## src/design/acfc_pkg.sv

```systemverilog
// Package for the acknowledge frame checker: frame layout constants,
// the result record passed between modules and the CRC-16 byte update.
// No dependencies.
package acfc_pkg;

    localparam int FRAME_BYTES = 8;
    localparam int CRC_SPAN    = 5;
    localparam int POS_W       = $clog2(FRAME_BYTES);

    localparam logic [15:0] CRC_POLY        = 16'h1021;
    localparam logic [7:0]  HDR0            = 8'hFF;
    localparam logic [7:0]  HDR1            = 8'h55;
    localparam logic [15:0] THRESHOLD_RESET = 16'd100;

    localparam logic [POS_W-1:0] POS_FIRST  = POS_W'(0);
    localparam logic [POS_W-1:0] POS_HDR1   = POS_W'(1);
    localparam logic [POS_W-1:0] POS_STATUS = POS_W'(CRC_SPAN - 1);
    localparam logic [POS_W-1:0] POS_CRC_HI = POS_W'(CRC_SPAN);
    localparam logic [POS_W-1:0] POS_CRC_LO = POS_W'(CRC_SPAN + 1);
    localparam logic [POS_W-1:0] POS_LAST   = POS_W'(FRAME_BYTES - 1);

    // Result fields, packed with frame_valid in the lowest bit.
    typedef struct packed {
        logic        link_reset_request;
        logic [15:0] failure_count;
        logic [7:0]  status_code;
        logic        crc_match;
        logic        header_match;
        logic        frame_valid;
    } result_t;

    localparam int RESULT_W   = $bits(result_t);
    localparam int M_TDATA_W  = ((RESULT_W + 7) / 8) * 8;

    // CRC-16, polynomial 0x1021, MSB first, eight bits per call.
    function automatic logic [15:0] crc16_byte(input logic [15:0] crc, input logic [7:0] b);
        logic [15:0] c;
        c = crc ^ {b, 8'h00};
        for (int i = 0; i < 8; i++)
        begin
            if (c[15])
                c = {c[14:0], 1'b0} ^ CRC_POLY;
            else
                c = {c[14:0], 1'b0};
        end
        return c;
    endfunction

endpackage

```

## src/design/acfc_frame_check.sv

```systemverilog
// Per-frame state of the acknowledge frame checker: byte position, CRC,
// header and CRC flags, held status and the failure counter. Uses acfc_pkg.
module acfc_frame_check (
    input  logic                  clk,
    input  logic                  rst_n,
    input  logic                  commit,
    input  logic [7:0]            rx_byte,
    input  logic                  frame_start,
    input  logic [15:0]           reset_threshold,
    output logic                  result_fires,
    output acfc_pkg::result_t     result
);
    import acfc_pkg::*;

    logic [POS_W-1:0] pos_reg, pos_next, pos;
    logic [15:0]      crc_reg, crc_next, crc_base;
    logic             hdr_reg, hdr_next;
    logic [7:0]       status_reg, status_next;
    logic [7:0]       rxhi_reg, rxhi_next;
    logic             cmp_reg, cmp_next;
    logic [15:0]      count_reg, count_next;
    logic             last;
    logic             valid;

    always_comb
    begin
        pos      = frame_start ? POS_FIRST : pos_reg;
        last     = (pos == POS_LAST);
        crc_base = (pos == POS_FIRST) ? 16'h0000 : crc_reg;
        crc_next = (32'(pos) < CRC_SPAN) ? crc16_byte(crc_base, rx_byte) : crc_reg;

        hdr_next = hdr_reg;
        if (pos == POS_FIRST)
            hdr_next = (rx_byte == HDR0);
        else if (pos == POS_HDR1)
            hdr_next = hdr_reg && (rx_byte == HDR1);

        status_next = (pos == POS_STATUS) ? rx_byte : status_reg;
        rxhi_next   = (pos == POS_CRC_HI) ? rx_byte : rxhi_reg;

        cmp_next = cmp_reg;
        if (pos == POS_FIRST)
            cmp_next = 1'b0;
        else if (pos == POS_CRC_LO)
            cmp_next = (crc_reg == {rxhi_reg, rx_byte});

        valid      = hdr_next && cmp_next;
        count_next = count_reg;
        if (last && !valid && count_reg != 16'hFFFF)
            count_next = count_reg + 16'd1;

        pos_next = last ? POS_FIRST : pos + POS_W'(1);

        result_fires               = last;
        result.frame_valid         = valid;
        result.header_match        = hdr_next;
        result.crc_match           = cmp_next;
        result.status_code         = status_next;
        result.failure_count       = count_next;
        result.link_reset_request  = (count_next > reset_threshold);
    end

    always_ff @(posedge clk or negedge rst_n)
    begin
        if (!rst_n)
        begin
            pos_reg    <= POS_FIRST;
            crc_reg    <= 16'h0000;
            hdr_reg    <= 1'b0;
            status_reg <= 8'h00;
            rxhi_reg   <= 8'h00;
            cmp_reg    <= 1'b0;
            count_reg  <= 16'h0000;
        end
        else if (commit)
        begin
            pos_reg    <= pos_next;
            crc_reg    <= crc_next;
            hdr_reg    <= hdr_next;
            status_reg <= status_next;
            rxhi_reg   <= rxhi_next;
            cmp_reg    <= cmp_next;
            count_reg  <= count_next;
        end
    end

endmodule

```

## src/design/ack_frame_checker_crc16_core.sv

```systemverilog
// Top level of the acknowledge frame checker with CRC-16 validation.
// Depends on acfc_pkg and acfc_frame_check.
//
// Usage: received bytes enter on the s_ stream, one byte per word, with
// s_tuser set on byte 0 of a frame to resynchronize. Without a start mark
// the position wraps after byte 7. After the last byte of a frame one result
// word leaves on the m_ stream; other bytes produce no output. A start mark
// in the middle of a frame drops the partial frame silently.
// The cfg_ channel writes the 16-bit reset threshold; cfg_ready is always
// high and writes are expected only while the block is idle.
// Path: a byte goes into the input register, the frame logic between the
// registers is combinational and a result lands in the output register,
// where it waits until the receiver takes it.
// One byte is taken per cycle unless a finished frame waits on a stalled
// receiver; the combinational CRC byte update allows that rate.
// When the receiver stalls with a result pending, a byte that completes a
// frame waits in the input register; bytes that complete no frame keep flowing.
// Reset clears the position, CRC, flags, failure count and both stream valid
// bits, and sets the threshold back to 100. The failure count is only
// cleared by reset.
module ack_frame_checker_crc16_core (
    input  logic                              clk,
    input  logic                              rst_n,
    input  logic                              s_tvalid,
    output logic                              s_tready,
    input  logic [7:0]                        s_tdata,   // [7:0] rx_byte
    input  logic                              s_tuser,   // [0] frame_start
    output logic                              m_tvalid,
    input  logic                              m_tready,
    // [0] frame_valid, [1] header_match, [2] crc_match, [10:3] status_code,
    // [26:11] failure_count, [27] link_reset_request, rest zero
    output logic [acfc_pkg::M_TDATA_W-1:0]    m_tdata,
    input  logic                              cfg_valid,
    output logic                              cfg_ready,
    input  logic [15:0]                       cfg_data
);
    import acfc_pkg::*;

    logic                 in_valid_reg;
    logic [7:0]           in_byte_reg;
    logic                 in_start_reg;
    logic                 out_valid_reg;
    logic [M_TDATA_W-1:0] out_data_reg;
    logic [15:0]          threshold_reg;
    logic                 out_free;
    logic                 advance;
    logic                 result_fires;
    result_t              result;

    acfc_frame_check u_check (
        .clk             (clk),
        .rst_n           (rst_n),
        .commit          (advance),
        .rx_byte         (in_byte_reg),
        .frame_start     (in_start_reg),
        .reset_threshold (threshold_reg),
        .result_fires    (result_fires),
        .result          (result)
    );

    // A byte that completes no frame never waits for the output register.
    assign out_free  = !out_valid_reg || m_tready;
    assign advance   = in_valid_reg && (!result_fires || out_free);
    assign s_tready  = !in_valid_reg || advance;
    assign m_tvalid  = out_valid_reg;
    assign m_tdata   = out_data_reg;
    assign cfg_ready = 1'b1;

    always_ff @(posedge clk or negedge rst_n)
    begin
        if (!rst_n)
        begin
            in_valid_reg  <= 1'b0;
            out_valid_reg <= 1'b0;
            threshold_reg <= THRESHOLD_RESET;
        end
        else
        begin
            if (s_tvalid && s_tready)
                in_valid_reg <= 1'b1;
            else if (advance)
                in_valid_reg <= 1'b0;

            if (advance && result_fires)
                out_valid_reg <= 1'b1;
            else if (m_tready)
                out_valid_reg <= 1'b0;

            if (cfg_valid && cfg_ready)
                threshold_reg <= cfg_data;
        end
    end

    always_ff @(posedge clk)
    begin
        if (s_tvalid && s_tready)
        begin
            in_byte_reg  <= s_tdata;
            in_start_reg <= s_tuser;
        end
        if (advance && result_fires)
            out_data_reg <= M_TDATA_W'(result);
    end

endmodule

```

## config.mk

```make
export PLATFORM = sky130hd
export DESIGN_NAME = ack_frame_checker_crc16_core
export DESIGN_NICKNAME = d
export VERILOG_FILES = /design/src/design/acfc_pkg.sv /design/src/design/acfc_frame_check.sv /design/src/design/ack_frame_checker_crc16_core.sv
export SDC_FILE = /design/constraint.sdc
export NUM_CORES = 1
export LEC_CHECK = 0
export ABC_AREA = 0
export BUFFER_PORTS_ARGS = -buffer_cell sky130_fd_sc_hd__buf_2
export CORE_ASPECT_RATIO = 0.5
export CORE_MARGIN = 3
export CORE_UTILIZATION = 30
export CTS_CLUSTER_DIAMETER = 150
export CTS_CLUSTER_SIZE = 16
export DETAILED_ROUTE_END_ITERATION = 8
export PLACE_DENSITY = 0.55
export SETUP_SLACK_MARGIN = 0.3
export SLEW_MARGIN = 20
export SYNTH_ARGS = -nofsm -noshare
export SYNTH_HDL_FRONTEND = slang
export SYNTH_SLANG_ARGS = --single-unit
```

## constraint.sdc

```tcl
create_clock -name clk -period 5.2 [get_ports clk]
set_clock_uncertainty 0.2 [all_clocks]
set_input_delay 0.26 -clock clk [delete_from_list [all_inputs] [get_ports clk]]
set_output_delay 0.26 -clock clk [all_outputs]
set_load 0.005 [all_outputs]
```

Word level (Yosys, flattened, before mapping)

Cells that the tools add are included.

Bits in registers: 108
Output and inout bits: 35
Word-level logic and storage cells: 75

Bitwise logic cells: 9
Multiplexer cells: 21
Reduce and logical (&&, ||, !) cells: 19
$add $sub $neg: 2
$lt $le $gt $ge: 2
Equal/unequal tests: 9

Operators by type and width:

| kind                    | number |
|---|---|
| $mux W13                | 8 |
| $mux W16                | 2 |
| $not A3 Y3              | 8 |
| $add A16 B1 Y16 const B | 1 |
| $eq A16 B16 Y1          | 1 |
| $gt A16 B16 Y1          | 1 |
| $ne A16 B16 Y1 const B  | 1 |
| $xor A16 B16 Y16        | 1 |
| $eq A3 B3 Y1 const B    | 4 |
| $eq A8 B7 Y1 const B    | 1 |
| $eq A8 B8 Y1 const B    | 1 |
| $mux W1                 | 8 |
| $mux W8                 | 1 |
| $logic_and A1 B1 Y1     | 7 |
| $mux W3                 | 2 |
| $logic_not A1 Y1        | 4 |
| $reduce_and A2 Y1       | 2 |
| $reduce_bool A2 Y1      | 2 |
| $add A3 B1 Y3 const B   | 1 |
| $eq A3 B1 Y1 const B    | 1 |
| $logic_not A3 Y1        | 1 |
| $logic_or A1 B1 Y1      | 3 |
| $lt A3 B3 Y1 const B    | 1 |

Depth between registers and ports, before layout

Gate-level depths: netlist of the first run.

Depth in word-level cells: 20
Gate-level depth with buffers: 18

Modules after synthesis

Synthesis of the first run repeated with hierarchy kept, for this count alone.

Cells, all modules: 475
Area, all modules: 5,637.9 sq um

Modules (own cells, without submodules):

| module                       | cells each | instances | area an instance (sq um) |
|---|---|---|---|
| acfc_frame_check             | 387        | 1         | 3,729.8 |
| ack_frame_checker_crc16_core | 88         | 1         | 1,908.1 |

Least setup slack after synthesis of the first run

OpenSTA, ideal clock, no wires.

Kind: register to register
Start point: reg u_check.count_reg[0]
End point: reg out_data_reg[27] (netlist: m_tdata[27]), data pin
Data required time: 4,739 ps
Slack: 1,586 ps
Stages on the path, launching flop included: 16
Setup time: 261 ps
Period minus slack after synthesis: 3,614 ps
Arrival time: 3,154 ps
Path through: dfrtp_1 ha_1 and3_4 nand3_2 or3_4 or2_1 buf_6 and3_4 mux2_4 ha_1 nor2b_1 o21a_1 o2111ai_1 a31oi_1 o21ai_0 a21oi_1

RTL lines:

| what                     | line                                | source |
|---|---|---|
| start: declaration       | acfc_frame_check.sv:21              | `logic [15:0] count_reg, count_next;` |
| start signal: assignment | acfc_frame_check.sv:83              | `count_reg <= count_next;` |
| end signal: assignment   | ack_frame_checker_crc16_core.sv:102 | `out_data_reg <= M_TDATA_W'(result);` |
| end: declaration         | ack_frame_checker_crc16_core.sv:43  | `logic [M_TDATA_W-1:0] out_data_reg;` |

==> flow_summary.json, run 1 <==
{
  "via_count": 3774,
  "layout_commonest_cell": "nand2_1",
  "combPwrFrac": 0.206,
  "drt_pass1_iterations": 4,
  "setup_viol": 0,
  "finalHoldViolCount": 0,
  "endpoint": "m_tdata[27]$_DFFE_PP_",
  "dieArea_um2": 20400,
  "synth_seq_area_share": 0.516,
  "ant_nets": 0,
  "required_ns": 5.09,
  "final_util": 0.372,
  "ys_ff_latch": 108,
  "num_io_pins": 65,
  "cp_slowest_cell": "o211ai_2",
  "min_delay_path_depth": 3,
  "p_total_mw": 2.26,
  "viasPerCell": 4.51,
  "wirelength_um": 12200,
  "root_buffer": "clkbuf_16",
  "rsz0062_at_grt": "no",
  "antenna_cells": 0,
  "grt_overflow_total": 0,
  "cp.buffers_inverters": 2,
  "synth.distinct_cells": 50,
  "grt_pass1_wl_um": 20300,
  "startpoint_type": "flip-flop",
  "fin_crit_ns": 4.15,
  "power_density_nw_per_um2": 341,
  "io_buffers": 59,
  "swShare": 0.292,
  "dp_slack_ns": 1.09,
  "drc": 0,
  "final_cell_mix": "nand2_1, dfrtp_1, buf_2",
  "cp_num_cells": 15,
  "post_cts_buffers": 0,
  "yosys_warnings": 0,
  "critPathTopFamily": "compound AO/OA/AOI/OAI gates",
  "worstSetupPathType": "flip-flop to flip-flop",
  "synth_edf_count": 37,
  "worstSetupEndpointType": "flip-flop",
  "rr_endpoint": "m_tdata[27]$_DFFE_PP_",
  "fmax_mhz": 241,
  "worstPathArrival_ns": 4.04,
  "syn_area_per_cell_um2": 10.7,
  "fp.coreArea_um2": 17800,
  "antenna_found_initial": 0,
  "area_growth_pct": 18.4,
  "grt_pass1_vias": 3874,
  "maxCapViolations": 0,
  "row_count": 34,
  "cts_resized": 0,
  "finalCritPeriodShare": 0.797,
  "avgRoutedWirePerCell_um": 14.6,
  "p_clk_frac": 0.300,
  "worst-slew-pin-transition_ns": 0.968,
  "ys_async_sr_fraction": 0.657,
  "initial_core_util": 0.314,
  "r2r_start": "in_start_reg$_DFFE_PP_",
  "p_int_mw": 1.60,
  "layoutNonFillerInstCount": 836,
  "status": "finished, final reports clean",
  "fp.dieW_um": 199,
  "grt_max_degree": 72,
  "synth_flop_cell": "dfrtp_1",
  "cp-startpoint": "in_start_reg$_DFFE_PP_",
  "final_nets": 649,
  "grt_use_total": 0.126,
  "crit_chain": "nand2b_1 > inv_1 > ha_1 > nand3b_1 > o211a_1 > o211ai_2 > inv_2 > nor3_1 > mux2_1 > ha_1 > or3_1 > o21ai_0 > a21oi_1 > o21ai_0 > a21oi_1",
  "drtIter0Drc": 160,
  "ir_drop_v": 0.000148,
  "syn_area_um2": 5600,
  "seqPwrFrac": 0.494,
  "ff2ff_path_depth": 15,
  "hold_class": "primary input to flip-flop",
  "cts_sinks": 108,
  "crit_path_max_incr_delay_ns": 0.69,
  "layout-drive-gt1-share": 0.193,
  "slew_viol_final": 0,
  "hold_buffers": 28,
  "dieHeight_um": 103,
  "synth_cells": 524,
  "setup_slack_ns": 1.05,
  "dp_hpwl_um": 8640,
  "clk-insertion-delay-late_ns": 0.34,
  "seqCellArea_um2": 2890,
  "cts_buffer_depth": 2,
  "final.setup.tns_ns": 0,
  "switchingPower_mw": 0.660,
  "tritoncts": "done",
  "multiInputGateArea_um2": 2460,
  "largest_reg_flops": 28,
  "p_leak_nw": 2.83,
  "routabilityCongestion": 0.784,
  "place_inst": 792,
  "clkTransAtPathRegs_ns": 0.07,
  "nFillCells": 1756,
  "worst_slew_margin_rel": 0.354,
  "reg2reg_slack_ns": 1.05,
  "htreeDepth": 3,
  "cts_buffers": 9,
  "cp_max_fo": 21
}
[how the worst min path moves through the flow]
stage | start | end
6_report | cfg_valid | threshold_reg[5]$_DFFE_PN1P_
5_1_grt | cfg_valid | threshold_reg[2]$_DFFE_PN1P_
4_1_cts | cfg_valid | threshold_reg[5]$_DFFE_PN1P_
3_5_place_dp | s_tdata[2] | in_byte_reg[2]$_DFFE_PP_
3_3_place_gp | s_tdata[7] | in_byte_reg[7]$_DFFE_PP_
2_1_floorplan | rst_n | in_valid_reg$_DFFE_PN0P_
[layer usage]
layer,routed length (µm),GRT usage
met4,139,0.0345
met5,0,0
met1,6500,0.177
met2,5240,0.200
met3,334,0.0245
[synth_stat cells, drive strengths merged (4+ instances only)]
library cell	count	area, µm²
xnor2	44	385
nand4	24	150
clkbuf	18	70.1
or3	6	42.5
o21ai	36	180
nor3	6	30.0
inv	25	93.8
nor4	4	25.0
nand3	8	45.0
nand2b	5	33.8
buf	14	108
ha	22	275
a21oi	4	20.0
nand2	97	364
mux2	26	300
edfxtp	37	1110
and3	6	52.6
nor2	12	45.0
xor2	29	254
dfrtp	68	1700
[kinds of logic (layout without fill, tap and decap cells)]
| family | after synthesis | in the layout | share of synthesized area |
|---|---|---|---|
| AOI/OAI and AO/OA | 54 | 54 | 0.0572 |
| DFF | 108 | 108 | 0.516 |
| adders and majority gates | 22 | 22 | 0.0491 |
| buffers and inverters | 57 | 132 | 0.0485 |
| and+or+nand+nor | 182 | 182 | 0.160 |
| muxes | 26 | 26 | 0.0536 |
| other | 2 | 5 | 0.00134 |
| xor gates and xnor gates | 73 | 73 | 0.114 |
[through the flow]
step	hold slack (ns)	instance area (µm²)
after floorplan	-0.236	5610
after global placement	0.239	6060
final	0.162	6630
after global routing	0.209	6630
after detailed placement	0.238	6060
after CTS	0.156	6630
[power by group through the flow]
stage / logic [mW] / clock network, mW / registers, mW
finish: 0.466 / 0.678 / 1.12
global route: 0.533 / 0.747 / 1.14
CTS: 0.471 / 0.702 / 1.12
detailed placement: 0.451 / 0 / 1.14
global placement: 0.444 / 0 / 1.13
floorplan: 0.385 / 0 / 1.08
[area by class of cell]
class | instances | area share
Timing Repair Buffer | 91 | 0.0913
Clock buffer | 12 | 0.0357
Clock inverter | 4 | 0.00793
Inverter | 25 | 0.0142
Sequential cell | 108 | 0.436
Tap cell | 234 | 0.0442
Multi-Input combinational cell | 362 | 0.371
[worst register-to-register path, delay by kind of cell (launching register included)]
family	cells	cell delay [ns]
multiplexers	1	0.38
AO/OA/AOI/OAI	6	1.24
buffers and inverters	2	0.33
AND/OR/NAND/NOR	4	0.86
adder cells (fa/ha/maj)	2	0.44
flip-flops	1	0.43
Note: power is estimated with default switching activity, not from simulation.
==> run 2, diff against run 1 <==
- ABC_AREA: 0 -> 1
- PLACE_DENSITY: 0.55 -> 0.56
- clock period: 5.2 -> 3.8 ns (I/O delays scaled with it)
==> run 2 against run 1 <==
Effect of this change: core utilization up 0.95 points; flip-flop and latch count unchanged; design area is 7.1% higher; combinational power grew 93%; worst setup slack got worse by 0.54 ns; sequential share of layout area down 2.9 points; register-to-register slack got worse by 0.54 ns; critical endpoint unchanged.
==> flow_summary.json, run 2 <==
{
  "cts_sinks": 108,
  "seqCellArea_um2": 2890,
  "fin_hold_ws_ns": 0.0646,
  "io_buffers": 59,
  "required_ns": 3.70,
  "finalHoldViolCount": 0,
  "dp_slack_ns": 0.319,
  "yosys_warnings": 0,
  "wirelength_um": 13800,
  "dieArea_um2": 21000,
  "layout-drive-gt1-share": 0.160,
  "drc": 0,
  "crit_chain": "nor2_2 > inv_1 > ha_1 > nand3_1 > nand3_1 > nand2_1 > nand2_1 > inv_2 > nand2_4 > nand3_4 > buf_12 > nand2_1 > and2_1 > ha_1 > a21oi_1 > o21a_1 > o221ai_1 > a21oi_1 > a21oi_1",
  "grt_pass1_wl_um": 22900,
  "viasPerCell": 4.37,
  "tritoncts": "done",
  "via_count": 4522,
  "dieHeight_um": 104,
  "cp_max_fo": 7,
  "cts_buffers": 9,
  "clkTransAtPathRegs_ns": 0.07,
  "row_count": 35,
  "p_total_mw": 3.55,
  "fin_crit_ns": 3.28,
  "worstSetupPathType": "flip-flop to flip-flop",
  "yosys.area.top_type": "dfrtp_1",
  "ir_drop_v": 0.000231,
  "final_cell_mix": "nand2_1, inv_1, dfrtp_1",
  "ff2ff_path_depth": 19,
  "ant_nets": 0,
  "setup_viol": 0,
  "cp_num_cells": 19,
  "setup_slack_ns": 0.518,
  "ys_top_cells_by_count": "nand2_1, inv_1, dfrtp_1, o21ai_0, edfxtp_1",
  "synth_edf_count": 37,
  "fp.dieW_um": 202,
  "swShare": 0.315,
  "htreeDepth": 3,
  "worst_slew_margin_rel": 0.534,
  "layout_commonest_cell": "nand2_1",
  "initial_core_util": 0.310,
  "antenna_found_initial": 0,
  "switchingPower_mw": 1.12,
  "routabilityCongestion": 0.856,
  "r2r_start": "in_start_reg$_DFFE_PP_",
  "clk-insertion-delay-late_ns": 0.35,
  "critPathTopFamily": "simple AND/OR/NAND/NOR gates",
  "slew_viol_final": 0,
  "yosysTopAreaCellShare": 0.295,
  "nFillCells": 1861,
  "min_delay_path_depth": 3,
  "worst-slew-pin-transition_ns": 0.699,
  "finalCritPeriodShare": 0.864,
  "grt_max_degree": 32,
  "hold_end": "threshold_reg[6]$_DFFE_PN1P_",
  "power_density_nw_per_um2": 500,
  "p_int_mw": 2.43,
  "combPwrFrac": 0.253,
  "drt_pass1_iterations": 4,
  "hold_start": "cfg_valid",
  "hold_class": "primary input to flip-flop",
  "startpoint_type": "flip-flop",
  "largest_reg_flops": 28,
  "cts_buffer_depth": 2,
  "cp_slowest_cell": "edfxtp_1",
  "syn_area_per_cell_um2": 8.56,
  "final_util": 0.382,
  "ys_async_sr_fraction": 0.657,
  "grt_overflow_total": 0,
  "synth_seq_area_share": 0.501,
  "final_nets": 823,
  "p_clk_frac": 0.309,
  "reg2reg_slack_ns": 0.52,
  "grt_pass1_vias": 4511,
  "grt_use_total": 0.134,
  "p_leak_nw": 3.36,
  "synth_flop_cell": "dfrtp_1",
  "multiInputGateArea_um2": 2490,
  "root_buffer": "clkbuf_16",
  "avgRoutedWirePerCell_um": 13.3,
  "seqPwrFrac": 0.437,
  "synth_cells": 674,
  "yosysMostFrequentCell": "nand2_1",
  "final.setup.tns_ns": 0,
  "antenna_cells": 0,
  "crit_path_max_incr_delay_ns": 0.46,
  "rsz0062_at_grt": "no",
  "drtIter0Drc": 283,
  "dp_hpwl_um": 9930,
  "status": "finished, final reports clean",
  "synth.distinct_cells": 37,
  "area_growth_pct": 23.0,
  "worstSetupEndpointType": "flip-flop",
  "ys_ff_latch": 108,
  "worstPathArrival_ns": 3.18,
  "fp.coreArea_um2": 18600,
  "num_io_pins": 65,
  "rr_endpoint": "m_tdata[27]$_DFFE_PP_",
  "yosys-top-cells-area": "dfrtp_1, edfxtp_1, nand2_1, inv_1, ha_1",
  "syn_area_um2": 5770,
  "maxCapViolations": 0,
  "fmax_mhz": 305,
  "cp.buffers_inverters": 3
}
## run 2: cell types whose count changed after synthesis, sizes merged, moves of 6 or more
| cell | before | now |
|---|---|---|
| nand3 | 8 | 30 |
| nor2 | 12 | 30 |
| mux2 | 26 | 1 |
| o21ai | 36 | 51 |
| and3 | 6 | 0 |
| xnor2 | 44 | 8 |
| and2 | 2 | 13 |
| nand2 | 97 | 231 |
| inv | 25 | 81 |
| or3 | 6 | 0 |
## run 2: logic make-up (layout without fill, tap and decap cells)
kind of cell	count (synthesis)	after routing	share of synthesized area
AOI/OAI and AO/OA	67	67	0.0609
and+or+nand+nor	335	336	0.249
adders and majority gates	22	22	0.0477
other	2	5	0.00130
DFF	108	108	0.501
buffers and inverters	106	204	0.0768
muxes	1	1	0.00195
xor gates and xnor gates	33	33	0.0611
## run 2: worst max path at each step
stage | from | to | slack [ns]
6_report | in_start_reg$_DFFE_PP_ | m_tdata[27]$_DFFE_PP_ | 0.52
5_1_grt | u_check.count_reg[1]$_DFFE_PN0P_ | m_tdata[27]$_DFFE_PP_ | 0.30
4_1_cts | in_start_reg$_DFFE_PP_ | m_tdata[27]$_DFFE_PP_ | 0.37
3_5_place_dp | in_start_reg$_DFFE_PP_ | m_tdata[27]$_DFFE_PP_ | 0.32
3_3_place_gp | in_start_reg$_DFFE_PP_ | m_tdata[27]$_DFFE_PP_ | 0.42
2_1_floorplan | in_start_reg$_DFFE_PP_ | m_tdata[27]$_DFFE_PP_ | 0.68
## run 2: metal layers
metal | global-route usage | up-vias | wire length [µm]
li1 | - | 2337 | -
met1 | 0.184 | 2115 | 6990
met2 | 0.215 | 60 | 6210
met3 | 0.0325 | 10 | 464
met4 | 0.0341 | 0 | 140
met5 | 0 | - | 0
## run 2: final cells by class
| cell class | instances | share of cell area |
|---|---|---|
| sequential | 108 | 0.407 |
| inverter | 82 | 0.0433 |
| clock buffer | 12 | 0.0347 |
| tap | 259 | 0.0456 |
| multi-input combinational | 464 | 0.350 |
| timing repair buffer | 106 | 0.105 |
| clock inverter | 4 | 0.0137 |
## run 2: repair_timing
item / 4_1_cts / 5_1_grt
hold endpoints to repair: 52 / 0
endpoints found under the setup margin: 1 / 1
pin swaps: 0 / 5
gates resized for setup: 1 / 11
cloned: 0 / 1
hold buffers: 29 / 0
buffers inserted: 0 / 8
## run 2: metrics by stage
stage / instance area (µm²) / instances
after floorplan: 5780 / 677
after global placement: 6350 / 981
after detailed placement: 6350 / 981
after CTS: 6990 / 1026
after global routing: 7100 / 1035
final: 7100 / 1035
## run 2: worst min-delay path, delay by kind of cell
| kind | cells | cell delay, ns |
|---|---|---|
| AO/OA/AOI/OAI | 1 | 0.07 |
| buffers and inverters | 1 | 0.25 |
| AND/OR/NAND/NOR | 1 | 0.10 |
## run 2: power groups by stage
stage          logic (mW)  clock network [mW]  registers [mW]
2_1_floorplan       0.684                   0            1.53
3_3_place_gp        0.856                   0            1.57
3_5_place_dp        0.868                   0            1.57
4_1_cts             0.899                1.13            1.55
5_1_grt              1.05                1.18            1.58
6_report            0.899                1.10            1.55
